`src/design/smi_pkg.sv`:
```
// Shared definitions for the stack machine interpreter core.
// Holds widths, instruction kinds, controller states and the command and
// status structs that join the controller to the datapath. No dependencies.
package smi_pkg;

  localparam int unsigned DATA_W          = 31;
  localparam int unsigned LIMIT_W         = 30;
  localparam int unsigned KIND_W          = 4;
  localparam int unsigned PROD_W          = 2 * DATA_W;
  localparam int unsigned DEF_STACK_DEPTH = 1024;

  localparam logic [LIMIT_W-1:0] LIMIT_RESET = LIMIT_W'(1000000000);

  typedef enum logic [KIND_W-1:0] {
    K_START = 4'd0,
    K_PUSH  = 4'd1,
    K_POP   = 4'd2,
    K_NEG   = 4'd3,
    K_DUP   = 4'd4,
    K_SWAP  = 4'd5,
    K_ADD   = 4'd6,
    K_SUB   = 4'd7,
    K_MUL   = 4'd8,
    K_DIV   = 4'd9,
    K_MOD   = 4'd10,
    K_END   = 4'd11
  } kind_t;

  typedef enum logic [3:0] {
    ST_IDLE,
    ST_RD_NEXT,
    ST_UNARY,
    ST_BIN,
    ST_SWAP2,
    ST_DIV,
    ST_CHECK,
    ST_END
  } state_t;

  typedef enum logic [1:0] {
    CNT_HOLD,
    CNT_INC,
    CNT_DEC,
    CNT_ONE
  } cnt_op_t;

  typedef enum logic [1:0] {
    RD_TOP,
    RD_NEXT,
    RD_BOTTOM
  } rd_sel_t;

  typedef enum logic [1:0] {
    WA_BOTTOM,
    WA_PUSH,
    WA_TOP,
    WA_NEXT
  } wa_sel_t;

  typedef enum logic [2:0] {
    WD_IN,
    WD_RD,
    WD_NEG,
    WD_Y,
    WD_RES
  } wd_sel_t;

  typedef enum logic [2:0] {
    RES_ADD,
    RES_SUB,
    RES_MUL,
    RES_QUO,
    RES_REM
  } res_src_t;

  typedef struct packed {
    logic     err_clr;
    logic     err_set;
    cnt_op_t  cnt_op;
    logic     rd_en;
    rd_sel_t  rd_sel;
    logic     cap_y;
    logic     wr_en;
    wa_sel_t  wa_sel;
    wd_sel_t  wd_sel;
    logic     res_ld;
    res_src_t res_src;
    logic     div_start;
    logic     out_ld;
  } ctrl_cmd_t;

  typedef struct packed {
    logic count_zero;
    logic count_lt2;
    logic count_full;
    logic err;
    logic y_zero;
    logic div_done;
    logic ovf;
  } dp_sts_t;

endpackage

```
`src/design/smi_ctrl.sv`:
```
// Controller state machine: decodes each instruction and sequences the datapath.
// Depends on smi_pkg for the kind, state, command and status types.
module smi_ctrl (
  input  logic                               clk,
  input  logic                               rst_n,
  input  logic                               in_valid,
  output logic                               in_stall,
  input  logic        [smi_pkg::KIND_W-1:0]  in_kind,
  output logic                               out_valid,
  input  logic                               out_stall,
  input  smi_pkg::dp_sts_t                   sts,
  output smi_pkg::ctrl_cmd_t                 cmd
);
  import smi_pkg::*;

  state_t state_r, state_nxt;
  kind_t  kind_r, kind_nxt;
  logic   out_valid_r, out_valid_nxt;

  always_ff @(posedge clk) begin
    if (!rst_n) begin
      state_r     <= ST_IDLE;
      kind_r      <= K_START;
      out_valid_r <= 1'b0;
    end else begin
      state_r     <= state_nxt;
      kind_r      <= kind_nxt;
      out_valid_r <= out_valid_nxt;
    end
  end

  always_comb begin
    state_nxt     = state_r;
    kind_nxt      = kind_r;
    cmd.err_clr   = 1'b0;
    cmd.err_set   = 1'b0;
    cmd.cnt_op    = CNT_HOLD;
    cmd.rd_en     = 1'b0;
    cmd.rd_sel    = RD_TOP;
    cmd.cap_y     = 1'b0;
    cmd.wr_en     = 1'b0;
    cmd.wa_sel    = WA_PUSH;
    cmd.wd_sel    = WD_IN;
    cmd.res_ld    = 1'b0;
    cmd.res_src   = RES_ADD;
    cmd.div_start = 1'b0;
    cmd.out_ld    = 1'b0;

    case (state_r)
      ST_IDLE: begin
        if (in_valid) begin
          kind_nxt = kind_t'(in_kind);
          case (kind_t'(in_kind))
            K_START: begin
              cmd.err_clr = 1'b1;
              cmd.wr_en   = 1'b1;
              cmd.wa_sel  = WA_BOTTOM;
              cmd.wd_sel  = WD_IN;
              cmd.cnt_op  = CNT_ONE;
            end
            K_END: begin
              cmd.rd_en  = 1'b1;
              cmd.rd_sel = RD_BOTTOM;
              state_nxt  = ST_END;
            end
            K_PUSH: begin
              if (!sts.err) begin
                if (sts.count_full) begin
                  cmd.err_set = 1'b1;
                end else begin
                  cmd.wr_en  = 1'b1;
                  cmd.wa_sel = WA_PUSH;
                  cmd.wd_sel = WD_IN;
                  cmd.cnt_op = CNT_INC;
                end
              end
            end
            K_POP: begin
              if (!sts.err) begin
                if (sts.count_zero) begin
                  cmd.err_set = 1'b1;
                end else begin
                  cmd.cnt_op = CNT_DEC;
                end
              end
            end
            K_NEG, K_DUP: begin
              if (!sts.err) begin
                if (sts.count_zero) begin
                  cmd.err_set = 1'b1;
                end else begin
                  cmd.rd_en  = 1'b1;
                  cmd.rd_sel = RD_TOP;
                  state_nxt  = ST_UNARY;
                end
              end
            end
            K_SWAP, K_ADD, K_SUB, K_MUL, K_DIV, K_MOD: begin
              if (!sts.err) begin
                if (sts.count_lt2) begin
                  cmd.err_set = 1'b1;
                end else begin
                  cmd.rd_en  = 1'b1;
                  cmd.rd_sel = RD_TOP;
                  state_nxt  = ST_RD_NEXT;
                end
              end
            end
            default: begin
            end
          endcase
        end
      end

      ST_RD_NEXT: begin
        cmd.cap_y  = 1'b1;
        cmd.rd_en  = 1'b1;
        cmd.rd_sel = RD_NEXT;
        state_nxt  = ST_BIN;
      end

      ST_UNARY: begin
        state_nxt = ST_IDLE;
        if (kind_r == K_NEG) begin
          cmd.wr_en  = 1'b1;
          cmd.wa_sel = WA_TOP;
          cmd.wd_sel = WD_NEG;
        end else if (sts.count_full) begin
          cmd.err_set = 1'b1;
        end else begin
          cmd.wr_en  = 1'b1;
          cmd.wa_sel = WA_PUSH;
          cmd.wd_sel = WD_RD;
          cmd.cnt_op = CNT_INC;
        end
      end

      ST_BIN: begin
        case (kind_r)
          K_SWAP: begin
            cmd.wr_en  = 1'b1;
            cmd.wa_sel = WA_TOP;
            cmd.wd_sel = WD_RD;
            state_nxt  = ST_SWAP2;
          end
          K_ADD: begin
            cmd.res_ld  = 1'b1;
            cmd.res_src = RES_ADD;
            state_nxt   = ST_CHECK;
          end
          K_SUB: begin
            cmd.res_ld  = 1'b1;
            cmd.res_src = RES_SUB;
            state_nxt   = ST_CHECK;
          end
          K_MUL: begin
            cmd.res_ld  = 1'b1;
            cmd.res_src = RES_MUL;
            state_nxt   = ST_CHECK;
          end
          K_DIV, K_MOD: begin
            if (sts.y_zero) begin
              cmd.err_set = 1'b1;
              state_nxt   = ST_IDLE;
            end else begin
              cmd.div_start = 1'b1;
              state_nxt     = ST_DIV;
            end
          end
          default: begin
            state_nxt = ST_IDLE;
          end
        endcase
      end

      ST_SWAP2: begin
        cmd.wr_en  = 1'b1;
        cmd.wa_sel = WA_NEXT;
        cmd.wd_sel = WD_Y;
        state_nxt  = ST_IDLE;
      end

      ST_DIV: begin
        if (sts.div_done) begin
          cmd.res_ld  = 1'b1;
          cmd.res_src = (kind_r == K_DIV) ? RES_QUO : RES_REM;
          state_nxt   = ST_CHECK;
        end
      end

      ST_CHECK: begin
        state_nxt = ST_IDLE;
        if (sts.ovf) begin
          cmd.err_set = 1'b1;
        end else begin
          cmd.wr_en  = 1'b1;
          cmd.wa_sel = WA_NEXT;
          cmd.wd_sel = WD_RES;
          cmd.cnt_op = CNT_DEC;
        end
      end

      ST_END: begin
        if (!out_valid_r || !out_stall) begin
          cmd.out_ld = 1'b1;
          state_nxt  = ST_IDLE;
        end
      end

      default: begin
        state_nxt = ST_IDLE;
      end
    endcase
  end

  always_comb begin
    if (cmd.out_ld) begin
      out_valid_nxt = 1'b1;
    end else if (!out_stall) begin
      out_valid_nxt = 1'b0;
    end else begin
      out_valid_nxt = out_valid_r;
    end
  end

  assign in_stall  = (state_r != ST_IDLE);
  assign out_valid = out_valid_r;

endmodule

```
`config.mk`:
```
export PLATFORM = sky130hd
export DESIGN_NAME = smi_ctrl
export DESIGN_NICKNAME = d
export VERILOG_FILES = /design/src/design/smi_pkg.sv /design/src/design/smi_ctrl.sv
export SDC_FILE = /design/constraint.sdc
export NUM_CORES = 1
export LEC_CHECK = 0
export BUFFER_PORTS_ARGS = -buffer_cell sky130_fd_sc_hd__buf_2
export CAP_MARGIN = 20
export CORE_UTILIZATION = 49
export DETAILED_ROUTE_END_ITERATION = 8
export PLACE_DENSITY = 0.78
export SLEW_MARGIN = 40
export SYNTH_ARGS = -nofsm -noshare
export SYNTH_HDL_FRONTEND = slang
export SYNTH_SLANG_ARGS = --single-unit
```
`constraint.sdc`:
```
create_clock -name clk -period 2.6 [get_ports clk]
set_clock_uncertainty 0.15 [all_clocks]
set_input_delay 0.52 -clock clk [delete_from_list [all_inputs] [get_ports clk]]
set_output_delay 0.52 -clock clk [all_outputs]
set_load 0.02 [all_outputs]
```
Word-level counts from Yosys, hierarchy flattened --
Cells that the tools add are included.
Word-level totals: bits of input ports 15, output and inout bits 22, register bits after elaboration 9, bits in read-only memories 0, logic and storage cells 108, RAM bits 0, memories 0, bits in latches 0
Cells by class: magnitude comparators 0, shift operators 0, bitwise gates (word level) 0, equal/unequal tests 34, add/sub/neg operators 0, multiplexer cells 59, multipliers 0, divide/modulo/power cells 0, reduce and logical (&&, ||, !) cells 12
Operators by type and width (number):
- $eq 4x3->1 const B | 11
- $mux 6 | 7
- $pmux 4 s3 | 3
- $mux 4 | 8
- $pmux 6 s5 | 1
- $eq 4x4->1 const B | 7
- $mux 3 | 9
- $eq 4x2->1 const B | 5
- $pmux 4 s5 | 1
- $mux 1 | 19
- $ne 3x3->1 const B | 4
- $pmux 2 s3 | 2
- $pmux 6 s2 | 1
- $pmux 3 s3 | 1
- $eq 4x1->1 const B | 2
- $logic_not 4->1 | 2
- $pmux 1 s4 | 2
- $pmux 4 s2 | 1
- $reduce_and 8->1 | 1
- $mux 7 | 1
- $ne 2x2->1 const B | 3
- $pmux 3 s2 | 1
- $reduce_or 6->1 | 1
- $mux 2 | 2
- 8 further kinds | 10

Logic depth before layout (Yosys ltp) --
Gate-level depths: netlist of the first run.
depth in word-level cells 5, depth in mapped cells 6, gate-level depth less buffers 5

Least setup slack after synthesis of the first run --
Ideal clock, no wire load.
path kind reg-to-output, start register state_r[2], end output port cmd[14] (netlist name), data required time 1.930 ns, arrival time 1.672 ns, path buffers 1, slack 0.258 ns, cell stages (with the launch flop) 5, path through dfxtp_1 -> clkbuf_1 -> nor3_4 -> nand2_1 -> nor4_1
RTL lines:
- start, declared | line smi_ctrl.sv:16 | state_t state_r, state_nxt;
- start signal, assigned | line smi_ctrl.sv:26 | state_r <= state_nxt;
- end, declared | line smi_ctrl.sv:12 | output smi_pkg::ctrl_cmd_t cmd

==> results by stage, run 1 <==
Layout:
- The diode insertion count for antenna repair is 0.
- Once layout is complete, the utilization of the core stands at 62.69%.
- The ratio of cells with drive above 1 in the final layout is 29.73%.
- The net count reported at finish is 202.
- The final instance area is 0.001242 sq mm.
- In the layout the commonest cells are 36 x buf_2, 20 x nand2_1, 14 x a21oi_1, 11 x nor2_1.
- Relative to the synthesized area, the layout overhead comes to 18.92%.
- Leaving out fill and tap cells, the most frequent cell in the layout is buf_2.

Place:
- The post-detailed-placement half-perimeter wirelength is 2154 um.
- The post-placement cell area is 0.001215 sq mm.
- The count of buffers inserted at the top-level ports is 36.
- At the end of routability-driven placement, the weighted congestion stood at 0.9122.

Clock network:
- The number of instances resized during post-cts repair is 0.
- The total number of H-tree levels is 1.
- The clock sink total is 8.
- The tree is rooted in a clkbuf_4.
- The maximum count of clock buffers along a single path is 2.
- Clock tree synthesis inserted a total of 3 buffers.
- The number of buffers inserted by hold repair at cts is 0.
- Once the clock tree was built, the setup fixing pass inserted 0 buffers.
- Clock-pin slew was measured on the worst setup and hold paths at 0.05 ns.
- The clock tree from TritonCTS is done.
- The later pin in the worst-skew pair is clocked with a latency of 0.25 ns.

Run:
- The number of maximum-capacitance constraint violations is 0.

Outcome:
- The flow ran to the end, and the final reports show no timing, DRC or antenna violations.

Synthesis:
- Of all cell types, the one taking the most synthesized area is dfxtp_1.
- In this run, distinct cell masters in the synthesized netlist total 47.
- The flip-flop and latch count after synthesis is 8.
- After Yosys synthesis, full adders, half adders and majority gates account for 0% of the synthesized area.
- Yosys printed 0 warnings.
- Each instance of the synthesized netlist takes up on average 6.784 sq um.
- The simple logic cell fraction of the synthesized area is 39.64%.
- Of the post-synthesis cell area, the dominant cell type holds 15.33%.
- The share of the yosys chip area belonging to registers is 15.33%.
- The mapped netlist covers 0.001045 sq mm.
- The post-synthesis share of cell area spent on xor and xnor gates is 1.677%.
- The complex-gate fraction of the synthesized area is 30.30%.
- After synthesis, the cell types taking the most area are dfxtp_1 15%, nand2_1 7.2%, a21oi_1 6.7%, nand3_1 4.3%, o21ai_0 4.3%.
- The number of instances in the synthesized netlist is 154.
- The largest family of logic cells by synthesized area is simple AND/OR/NAND/NOR gates.
- The portion of netlist area occupied by mux cells is 3.114%.
- The total nets after synthesis is 169.

Timing:
- The worst pin sits at a relative slew slack of 67.92%.
- The count of final hold-check violations is 0.
- The number of setup violations in the final report is 0.
- Setup repair after global routing left no endpoint under its margin.
- After layout, the worst path uses 93.97% of the clock period.
- The top achievable clock speed is 0.4093 GHz.
- The routed design could run at a clock period as short as 2.443 ns.
- The final hold slack is 0.3564 ns.
- At the pin with the least slew margin, the transition time is 0.4783 ns.
- The final setup TNS is 0 ns.
- The number of max-slew violations in the final report came to 0.

Floorplan:
- The number of placement rows is 16.
- The initial utilization of the core area, before any placement, comes to 52.71%.
- The total core area is 0.001982 sq mm.
- The die span in y is 48.18 um.
- The I/O pin count is 37.
- Measured along the x axis, the die boundary spans 48.18 um.
- The die covers 0.002321 sq mm.

Pwr:
- Per report_power, the clock group accounts for 10.1% of the total.
- Summed over all cells, the static leakage comes to 0.5648 nW.
- The sequential share of power is 25.2%.
- Combinational logic burns 64.7% of the power.
- The worst-case IR drop observed on VDD is 0.5961 mV.
- For this design the ratio of total power to cell area is 736.5 mW/mm^2.
- The switching power total is 0.0004601 W.
- The fraction of power spent switching nets is 50.27%.
- The internal power of the cells totals 0.0004550 W.

Min path:
- The worst min-delay path category is flop to flop.
- The worst hold path stage count is 2.

Worst setup path:
- STA classifies the critical path endpoint as a primary output.
- The startpoint type of the worst setup path is a flop.
- Along the worst path, the maximum fanout reaches 6.
- The critical path data required time is 1.93 ns.
- Data arrives at the worst endpoint at 1.77 ns.
- The critical path is of the flop to primary output type.
- The number of cells traversed by the worst register-to-register path is 5.

GRT:
- The via count of the first global-routing pass is 913.
- Entering global routing, the biggest net connects 17 pins.
- The overall overflow remaining after global route is 0.
- The first global-routing pass estimated 3891 um of wire.
- The number of antenna violations at the first check in global routing is 0.
- The total track usage is 23.42%.

Routing:
- The routed wire length is 2763 um.
- The detail route stage leaves a number of antenna-violating nets equal to 0.
- Dividing the detail-routed via count by the number of cells gives 5.844.
- The number of DRC markers after the initial detailed-route iteration is 49.
- The number of vias in the routed layout is 1239.
- The average detailed-routed wire length per instance is 13.03 um.
- The first TritonRoute pass finished after 5 iterations.
- The final routed DRC violation total is 0.
==> power groups by stage <==
stage	clock [W]	sequential [W]	combinational [W]
finish	0.0000927	0.000230	0.000592
global placement	0	0.000227	0.000582
global route	0.000109	0.000238	0.000649
CTS	0.0000968	0.000225	0.000588
detailed placement	0	0.000228	0.000585
floorplan	0	0.000178	0.000465
==> per-layer routing <==
layer	GRT usage (%)	vias up	part of all wire, %
li1	-	614	-
met1	31.11	577	45
met2	38.93	48	49
met3	5.926	0	5.5
met4	3.333	0	0
met5	0	-	0
==> synthesized netlist by cell type (all sizes together) <==
master,instances
a31oi,1
and3b,1
or3,1
or3b,3
buf,9
nand2,20
a21oi,15
and2,2
clkbuf,4
xnor2,1
nor4b,1
a22oi,3
mux2i,1
a22o,1
nand3,9
o31ai,2
a221oi,1
dfxtp,8
o21a,2
a31o,1
nor4,1
nor3b,1
a21o,2
o22ai,3
o41ai,1
o32ai,1
a221o,1
and4bb,1
nand3b,5
and2b,1
o2111ai,1
a211oi,2
a21boi,1
or2,1
mux2,2
nor2b,7
inv,6
nor3,4
o21ai,9
nor2,11
xor2,1
nand2b,6
==> area by class of cell <==
type | count | area (sq um)
Multi-Input combinational cell | 127 | 780.7
Clock buffer | 3 | 22.52
Tap cell | 27 | 33.78
Inverter | 6 | 22.52
Fill cell | 196 | 739.5
Sequential cell | 8 | 165.2
Timing Repair Buffer | 41 | 217.7
==> critical path: stages, from the launching register on <==
cell	delay (ns)
dfxtp_1	0.45
nor2b_1	0.20
nand2_1	0.12
nor3b_1	0.30
a22oi_1	0.17
o31ai_1	0.08
buf_2	0.20
==> cells by family (layout without fill, tap and decap cells) <==
group,count (synthesis),after routing
simple gates,75,75
flops,8,8
xor+xnor,2,2
compound gates,47,47
buf+inv,19,50
mux,3,3
==> flip-flops by register name, summed over array words and instances, names as in the netlist <==
register   flops
state_r        3
kind_r         4
out_valid      1
==> stage by stage <==
stage | setup WS, ns | cells | total power, W
finish | 0.1567 | 212 | 0.0009151
global route | 0.01362 | 212 | 0.0009954
CTS | 0.07339 | 212 | 0.0009105
detailed placement | 0.2004 | 209 | 0.0008130
global placement | 0.2361 | 209 | 0.0008085
floorplan | 0.2575 | 154 | 0.0006429
==> worst paths after layout <==
kind,from,to,slack [ns]
max reg2reg,kind_r[1],state_r[2],0.85
min,out_valid,out_valid,0.36
min reg2reg,out_valid,out_valid,0.36
max,state_r[0],cmd[18],0.16
Note: power is estimated with default switching activity, not from simulation.
==> run 2, diff against run 1 <==
- ABC_AREA: not set -> 1
- CORE_UTILIZATION: 49 -> 48
==> run 2 against run 1 <==
  * Clock-buffer cell count did not move
  * Critical path depth rose by 2
  * Fmax fell by 0.40%
  * Sequential share of layout area rose by 0.54 points
  * Routed wire length fell by 8.3%
  * Sequential power fell by 7%
  * Combinational power rose by 3.5%
  * Synthesized cell count rose by 12%
  * Global-route usage rose by 1.2 points
  * Non-clock buffer count fell by 5
  * Final cell count rose by 9.9%
  * Largest power group unchanged
==> results by stage, run 2 <==
Layout:
- The net count reported at finish is 225 (+11%).
- The most frequent standard cell in the layout excluding fill and tap cells is nand2_1.
- The number of flip-flops in the largest register is 4 (unchanged).
- In the layout the commonest cells are 39 x nand2_1, 36 x buf_2, 28 x inv_1, 22 x nor2_1, 16 x nand3_1.
- The number of fillers in the final layout is 180 (-8.2%).
- The area growth from synthesis to layout is 21.87%.
- The ratio of cells with drive above 1 in the final layout came to 28.85% (-0.88 points).
- The largest register by flop count is kind_r.
- The diode insertion count for antenna repair is 0 (unchanged).

Clock network:
- The total number of H-tree levels was 1 (unchanged).
- The number of CTS-inserted buffers is 3 (unchanged).
- The clock transition at the registers of the reported paths is 0.06 ns (about the same).
- The number of buffers inserted by hold repair at cts is 0 (unchanged).
- The root buffer cell chosen for the clock tree is clkbuf_4.
- The maximum count of clock buffers along a single path was 2 (unchanged).
- The number of instances resized during post-cts repair is 0 (unchanged).
- The clock insertion delay at the later pin of the skew report is 0.26 ns (about the same).
- The clock tree from TritonCTS is done.
- The post-CTS setup repair buffer count is 0 (unchanged).
- The clock sink total was 8 (unchanged).

Synthesis:
- The number of instances in the synthesized netlist was 172 (+12%).
- Sorting the synthesized cells by area gives the leading types as dfxtp_1 17%, nand2_1 15%, inv_1 11%, nor2_1 8.7%, nand3_1 8.4%.
- The most used flip-flop cell after synthesis is dfxtp_1.
- The async set or reset register ratio after synthesis is 0% (unchanged).
- The most area-hungry cell type in the Yosys netlist is dfxtp_1.
- The share of the yosys chip area belonging to registers is 16.86% (+1.5 points).
- The netlist area before placement came to 949.7 sq um (-9.1%).
- Yosys instantiated no cell more often than nand2_1.
- The synthesized area per cell is 5.521 sq um (-19%).
- Ranked by instance count, the synthesized netlist is headed by 39 x nand2_1, 28 x inv_1, 22 x nor2_1.
- The number of distinct library cell variants in the gate-level netlist after synthesis came to 25 (-47%).
- The number of enable flip-flop cells after synthesis is 0 (unchanged).
- The area fraction of the dominant cell type after synthesis is 16.86% (+1.5 points).
- The flip-flop and latch count after synthesis came to 8 (unchanged).
- The number of synthesis warnings was 0 (unchanged).
- The total nets after synthesis is 187 (+11%).

GRT:
- The maximum number of pins on one net before global-route repair is 11 (-6).
- The global-route wire length before repair was 3801 um (-2.3%).
- The total track usage is 24.64% (+1.2 points).
- The overall overflow remaining after global route is 0 (unchanged).
- The via count of the first global-routing pass is 955 (+4.6%).
- The number of antenna violations at the first check in global routing is 0 (unchanged).

Pwr:
- The power density over the cells is 800.4 mW/mm^2 (+8.7%).
- The fraction of power consumed by the clock network is 10.7% (+0.6 points).
- The worst vdd rail ir drop was 0.4495 mV (-25%).
- The share of power burned in combinational logic came to 66.2% (+1.5 points).
- The sequential share of power is 23.1% (-2.1 points).
- The fraction of power spent switching nets is 54.67% (+4.4 points).
- The design internal power came to 0.0004199 W (-7.7%).
- The leakage power is 0.6589 nW (+17%).
- The total chip power is 0.0009264 W (+1.2%).
- The switching power total came to 0.0005064 W (+10%).

Timing:
- The number of setup violations in the final report was 0 (unchanged).
- The number of max-slew violations in the final report is 0 (unchanged).
- The count of final hold-check violations came to 0 (unchanged).
- The relative slew slack is 70.54% (+2.6 points).
- The final worst-path cycle share came to 94.35% (+0.38 points).
- The top achievable clock speed is 0.4076 GHz (-0.40%).
- The final setup TNS is 0 ns (unchanged).
- The time the final worst path needs with I/O delays and setup came to 2.453 ns (+0.009831 ns).
- Setup repair after global routing left no endpoint under its margin.
- The transition at the pin with the smallest max-transition slack came to 0.4385 ns (-0.03976 ns).

Place:
- The final estimated routing congestion in global placement was 0.9127 (about the same).
- The count of buffers inserted at the top-level ports is 36 (unchanged).
- The post-detailed-placement half-perimeter wirelength came to 2205 um (+2.4%).

Worst setup path:
- In this run the critical register-to-register path is launched from state_r[0].
- The endpoint identified for the worst register-to-register timing path is state_r[1].
- The top fanout value on the critical path was 10 (+4).
- The number of cells traversed by the worst register-to-register path is 7 (+2).
- The critical setup path kind is flop to primary output.
- The kind of end point of the critical path is a primary output.
- The critical path data required time is 1.93 ns (about the same).
- The setup slack on the worst flop-to-flop path is 0.94 ns (+0.09 ns).
- STA classifies the critical path startpoint as a flop.
- The data arrival at the endpoint of the critical path is 1.78 ns (about the same).

Routing:
- The average detailed-routed wire length per instance is 10.88 um (-17%).
- The number of DRC markers after the initial detailed-route iteration came to 35 (-29%).
- The routed wire length came to 2535 um (-8.3%).
- The final routed DRC violation total came to 0 (unchanged).
- The iteration count of the initial detailed-routing pass is 4 (-1).
- The number of vias in the routed layout is 1228 (-0.89%).
- The average vias per placed instance was 5.270 (-9.8%).
- The number of nets still failing antenna checks after routing is 0 (unchanged).

Min path:
- The worst hold path stage count came to 2 (unchanged).
- The worst min-delay path category is flop to flop.
- The startpoint identified for the worst hold timing path is out_valid.
- The worst hold path endpoint is out_valid.

Floorplan:
- The die outline width is 46.48 um (-3.5%).
- The I/O pin count is 37 (unchanged).
- The total core area came to 0.001783 sq mm (-10%).
- The overall die area is 0.002160 sq mm (-6.9%).
- The number of placement rows is 15 (-1).
- The die span in y is 46.48 um (-3.5%).
- The starting density of the core was 53.26% (+0.55 points).

Run:
- The number of maximum-capacitance constraint violations came to 0 (unchanged).

Outcome:
- The run finished with clean final reports.
[run 2: cell count changes in the layout (fill, tap and decap cells not counted), sizes merged, moves of 6 or more]
cell    change
nor2b       -7
nand2      +24
a21oi       -6
nand3       +8
nor2       +22
nand2b      -6
inv        +25
[run 2: final cells by class]
class,count,area (sq um),area share (%)
Tap cell,25,31.28,2.703
Multi-Input combinational cell,130,646.9,55.89
Timing Repair Buffer,36,180.2,15.57
Sequential cell,8,160.2,13.84
Inverter,31,116.4,10.05
Clock buffer,3,22.52,1.946
[run 2: logic make-up after synthesis]
logic type | synth area share, %
AO/OA/AOI/OAI | 13.44
buffers and inverters | 15.02
flip-flops | 16.86
AND/OR/NAND/NOR | 54.68
[run 2: layer usage]
metal  wire, um  vias up  track usage, %
li1           -      627               -
met1       1152      528           31.86
met2       1147       65           40.28
met3        177        8           3.922
met4         57        0           9.412
met5          0        -               0
[run 2: critical path: stages, from the launching register on]
cell     delay, ns
dfxtp_1       0.42
nor2_4        0.19
nand2_4       0.10
nor2_4        0.19
inv_1         0.10
nor3_1        0.23
nor2_1        0.07
nand2_1       0.06
buf_2         0.15
[run 2: worst max path at each step]
stage          startpoint  slack [ns]  depth (start not counted)       to
5_1_grt        state_r[2]        0.02                          8  cmd[15]
3_3_place_gp   in_kind[2]        0.34                          9  cmd[15]
3_5_place_dp   in_kind[2]        0.32                          9  cmd[15]
6_report       state_r[2]        0.15                          8  cmd[15]
2_1_floorplan  state_r[2]        0.23                          8  cmd[15]
4_1_cts        state_r[2]        0.15                          8  cmd[15]
[run 2: power groups by stage]
stage	logic (W)	registers, W	clock network [W]
after floorplan	0.000481	0.000197	0
after global placement	0.000600	0.000215	0
after detailed placement	0.000609	0.000216	0
after CTS	0.000611	0.000213	0.0000971
after global routing	0.000675	0.000219	0.000102
final	0.000613	0.000214	0.0000988
[run 2: metrics by stage]
stage / setup slack [ns] / hold slack, ns / cells / instance area [sq um] / util (%)
floorplan: 0.2303 / 0.3563 / 172 / 949.7 / -
global placement: 0.3413 / 0.3402 / 230 / 1135 / 63.65
detailed placement: 0.3185 / 0.3429 / 230 / 1135 / 63.65
CTS: 0.1477 / 0.3527 / 233 / 1157 / 64.91
global route: 0.01787 / 0.3981 / 233 / 1157 / 64.91
finish: 0.1468 / 0.3552 / 233 / 1157 / 64.91
==> run 3, diff against run 2 <==
- PLACE_DENSITY: 0.78 -> 0.8
- clock period: 2.6 -> 2.7 ns (I/O delays scaled with it)
==> run 3 against run 2 <==
  * Setup slack better by 0.0038 ns
  * Critical path depth unchanged
  * Non-clock buffer count is the same
  * Die area stayed put
  * Hold slack gained 0.034 ns
  * Via count is 1.1% lower
  * Routed wire length rose by 8.1%
  * Final cell count unchanged
  * Core utilization unchanged
==> results by stage, run 3 (synthesis results as in run 2) <==
Layout:
- The number of flip-flops in the largest register came to 4 (unchanged).
- Leaving out fill and tap cells, the most frequent cell in the layout is nand2_1.
- The top cell types in the final layout, fill and taps aside, are 39 x nand2_1, 36 x buf_2, 28 x inv_1, 22 x nor2_1, 16 x nand3_1.
- The net count reported at finish is 225 (unchanged).
- The relative area change from synthesis to final layout is 21.87% (unchanged).
- The diode insertion count for antenna repair is 0 (unchanged).
- The ratio of cells with drive above 1 in the final layout is 28.85% (unchanged).
- More flip-flops sit in one register than any other, and that register is kind_r.
- The utilization after layout was 64.91% (unchanged).

GRT:
- The maximum number of pins on one net before global-route repair came to 11 (unchanged).
- The overall overflow remaining after global route is 0 (unchanged).
- The total track usage is 27.06% (+2.4 points).
- The global-route wire length before repair was 4112 um (+8.2%).
- The via count of the first global-routing pass came to 984 (+3.0%).
- The number of antenna violations at the first check in global routing came to 0 (unchanged).

Routing:
- The number of DRC markers after the initial detailed-route iteration came to 60 (+71%).
- The number of vias in the routed layout is 1214 (-1.1%).
- The average detailed-routed wire length per instance is 11.76 um (+8.1%).
- The average vias per placed instance is 5.210 (-1.1%).
- The number of nets still failing antenna checks after routing is 0 (unchanged).
- The final routed DRC violation total is 0 (unchanged).
- The iteration count of the initial detailed-routing pass is 6 (+2).
- The routed wire length is 2740 um (+8.1%).

Timing:
- The final setup TNS is 0 ns (unchanged).
- The transition at the pin with the smallest max-transition slack is 0.4769 ns (+0.03835 ns).
- In the finished design, the share of the clock period the worst path needs comes to 94.42%.
- The top achievable clock speed is 0.3923 GHz.
- The number of max-slew violations in the final report is 0 (unchanged).
- The relative slew slack is 67.96% (-2.6 points).
- The time the final worst path needs with I/O delays and setup is 2.549 ns.
- Setup repair after global routing left no endpoint under its margin.
- The number of setup violations in the final report is 0 (unchanged).
- The count of final hold-check violations is 0 (unchanged).
- The final hold slack is 0.3897 ns (+0.03447 ns).

Floorplan:
- The number of placement rows came to 15 (unchanged).
- The overall die area is 0.002160 sq mm (unchanged).
- The I/O pin count came to 37 (unchanged).
- The die span in y was 46.48 um (unchanged).
- The die outline width is 46.48 um (unchanged).
- The starting density of the core is 53.26% (unchanged).
- The total core area is 0.001783 sq mm (unchanged).

Outcome:
- The flow ran to the end, and the final reports show no timing, DRC or antenna violations.

Clock network:
- The number of instances resized during post-cts repair is 0 (unchanged).
- The post-CTS setup repair buffer count was 0 (unchanged).
- The clock insertion delay at the later pin of the skew report is 0.26 ns (about the same).
- The clock sink total was 8 (unchanged).
- The total number of H-tree levels is 1 (unchanged).
- TritonCTS built the clock tree.
- The number of buffers inserted by hold repair at cts came to 0 (unchanged).
- CTS placed an instance of clkbuf_4 at the clock tree root.
- The maximum count of clock buffers along a single path is 2 (unchanged).
- The number of CTS-inserted buffers is 3 (unchanged).
- The clock transition at the registers of the reported paths was 0.06 ns (about the same).

Pwr:
- The leakage power is 0.6589 nW (unchanged).
- The fraction of power spent switching nets is 55.10% (+0.43 points).
- The sequential share of power is 23.2% (about the same).
- The fraction of power consumed by the clock network came to 10.2% (-0.5 points).
- The switching power total is 0.0004959 W (-2.1%).
- The design internal power is 0.0004042 W (-3.7%).
- The share of power burned in combinational logic is 66.6% (+0.4 points).
- The worst vdd rail ir drop came to 0.5145 mV (+14%).
- The power density over the cells came to 777.7 mW/mm^2 (-2.8%).

Worst setup path:
- The kind of end point of the critical path is a primary output.
- The top fanout value on the critical path is 10 (unchanged).
- The startpoint type of the worst setup path is a flop.
- The critical path data required time is 2.01 ns (+0.08 ns).
- The critical setup path kind is flop to primary output.
- The data arrival at the endpoint of the critical path came to 1.86 ns (+0.08 ns).

Run:
- The number of maximum-capacitance constraint violations is 0 (unchanged).

Min path:
- The min-delay analysis places its worst path in the category flop to flop.

Place:
- The final estimated routing congestion in global placement was 0.8741 (-4.2%).
- The count of buffers inserted at the top-level ports is 36 (unchanged).
- The post-detailed-placement half-perimeter wirelength is 2256 um (+2.3%).
==> run 3: final cells by class <==
type                    instances  area (sq um)
well taps                      25         31.28
inverters                      31         116.4
multi-input cells             130         646.9
clock buffers                   3         22.52
fillers                       177         625.6
flip-flops and latches          8         160.2
repair buffers                 36         180.2
==> run 3: power by group through the flow <==
stage	Combinational (W)	Sequential, W	Clock, W
finish	0.000599	0.000209	0.0000920
global route	0.000661	0.000212	0.0000972
CTS	0.000595	0.000206	0.0000940
detailed placement	0.000592	0.000209	0
global placement	0.000581	0.000206	0
floorplan	0.000463	0.000190	0
==> run 3: path summary, 6_finish.rpt <==
path                                  from   endpoint  slack, ns  cells after the start
worst max register to register  state_r[2]  kind_r[0]       1.03                      5
worst max-delay path            state_r[2]    cmd[17]       0.15                      8
worst min register to register   out_valid  out_valid       0.39                      2
worst min-delay path             out_valid  out_valid       0.39                      2
==> run 3: critical path, stage by stage, from the launching register on <==
cell and delay (ns):
dfxtp_1 0.43, nor2_4 0.20, nand2_4 0.11, nor2_4 0.21
inv_1 0.11, nor2_1 0.14, nand4_1 0.12, o21ai_0 0.09
buf_2 0.18
==> run 3: routing by layer <==
| layer | vias up | wire, um | track usage (%) |
|---|---|---|---|
| met4 | 0 | 44 | 8.235 |
| met3 | 8 | 178 | 4.314 |
| met5 | - | 0 | 0 |
| li1 | 625 | - | - |
| met1 | 523 | 1200 | 31.24 |
| met2 | 58 | 1316 | 49.72 |
==> run 3: metrics by stage <==
| stage | std cells | total power, W | cell area [sq um] | setup slack [ns] |
|---|---|---|---|---|
| 5_1_grt | 233 | 0.0009709 | 1157 | 0.04792 |
| 2_1_floorplan | 172 | 0.0006528 | 949.7 | 0.3103 |
| 3_3_place_gp | 230 | 0.0007867 | 1135 | 0.4316 |
| 6_report | 233 | 0.0009001 | 1157 | 0.1506 |
| 4_1_cts | 233 | 0.0008947 | 1157 | 0.1813 |
| 3_5_place_dp | 230 | 0.0008004 | 1135 | 0.3707 |
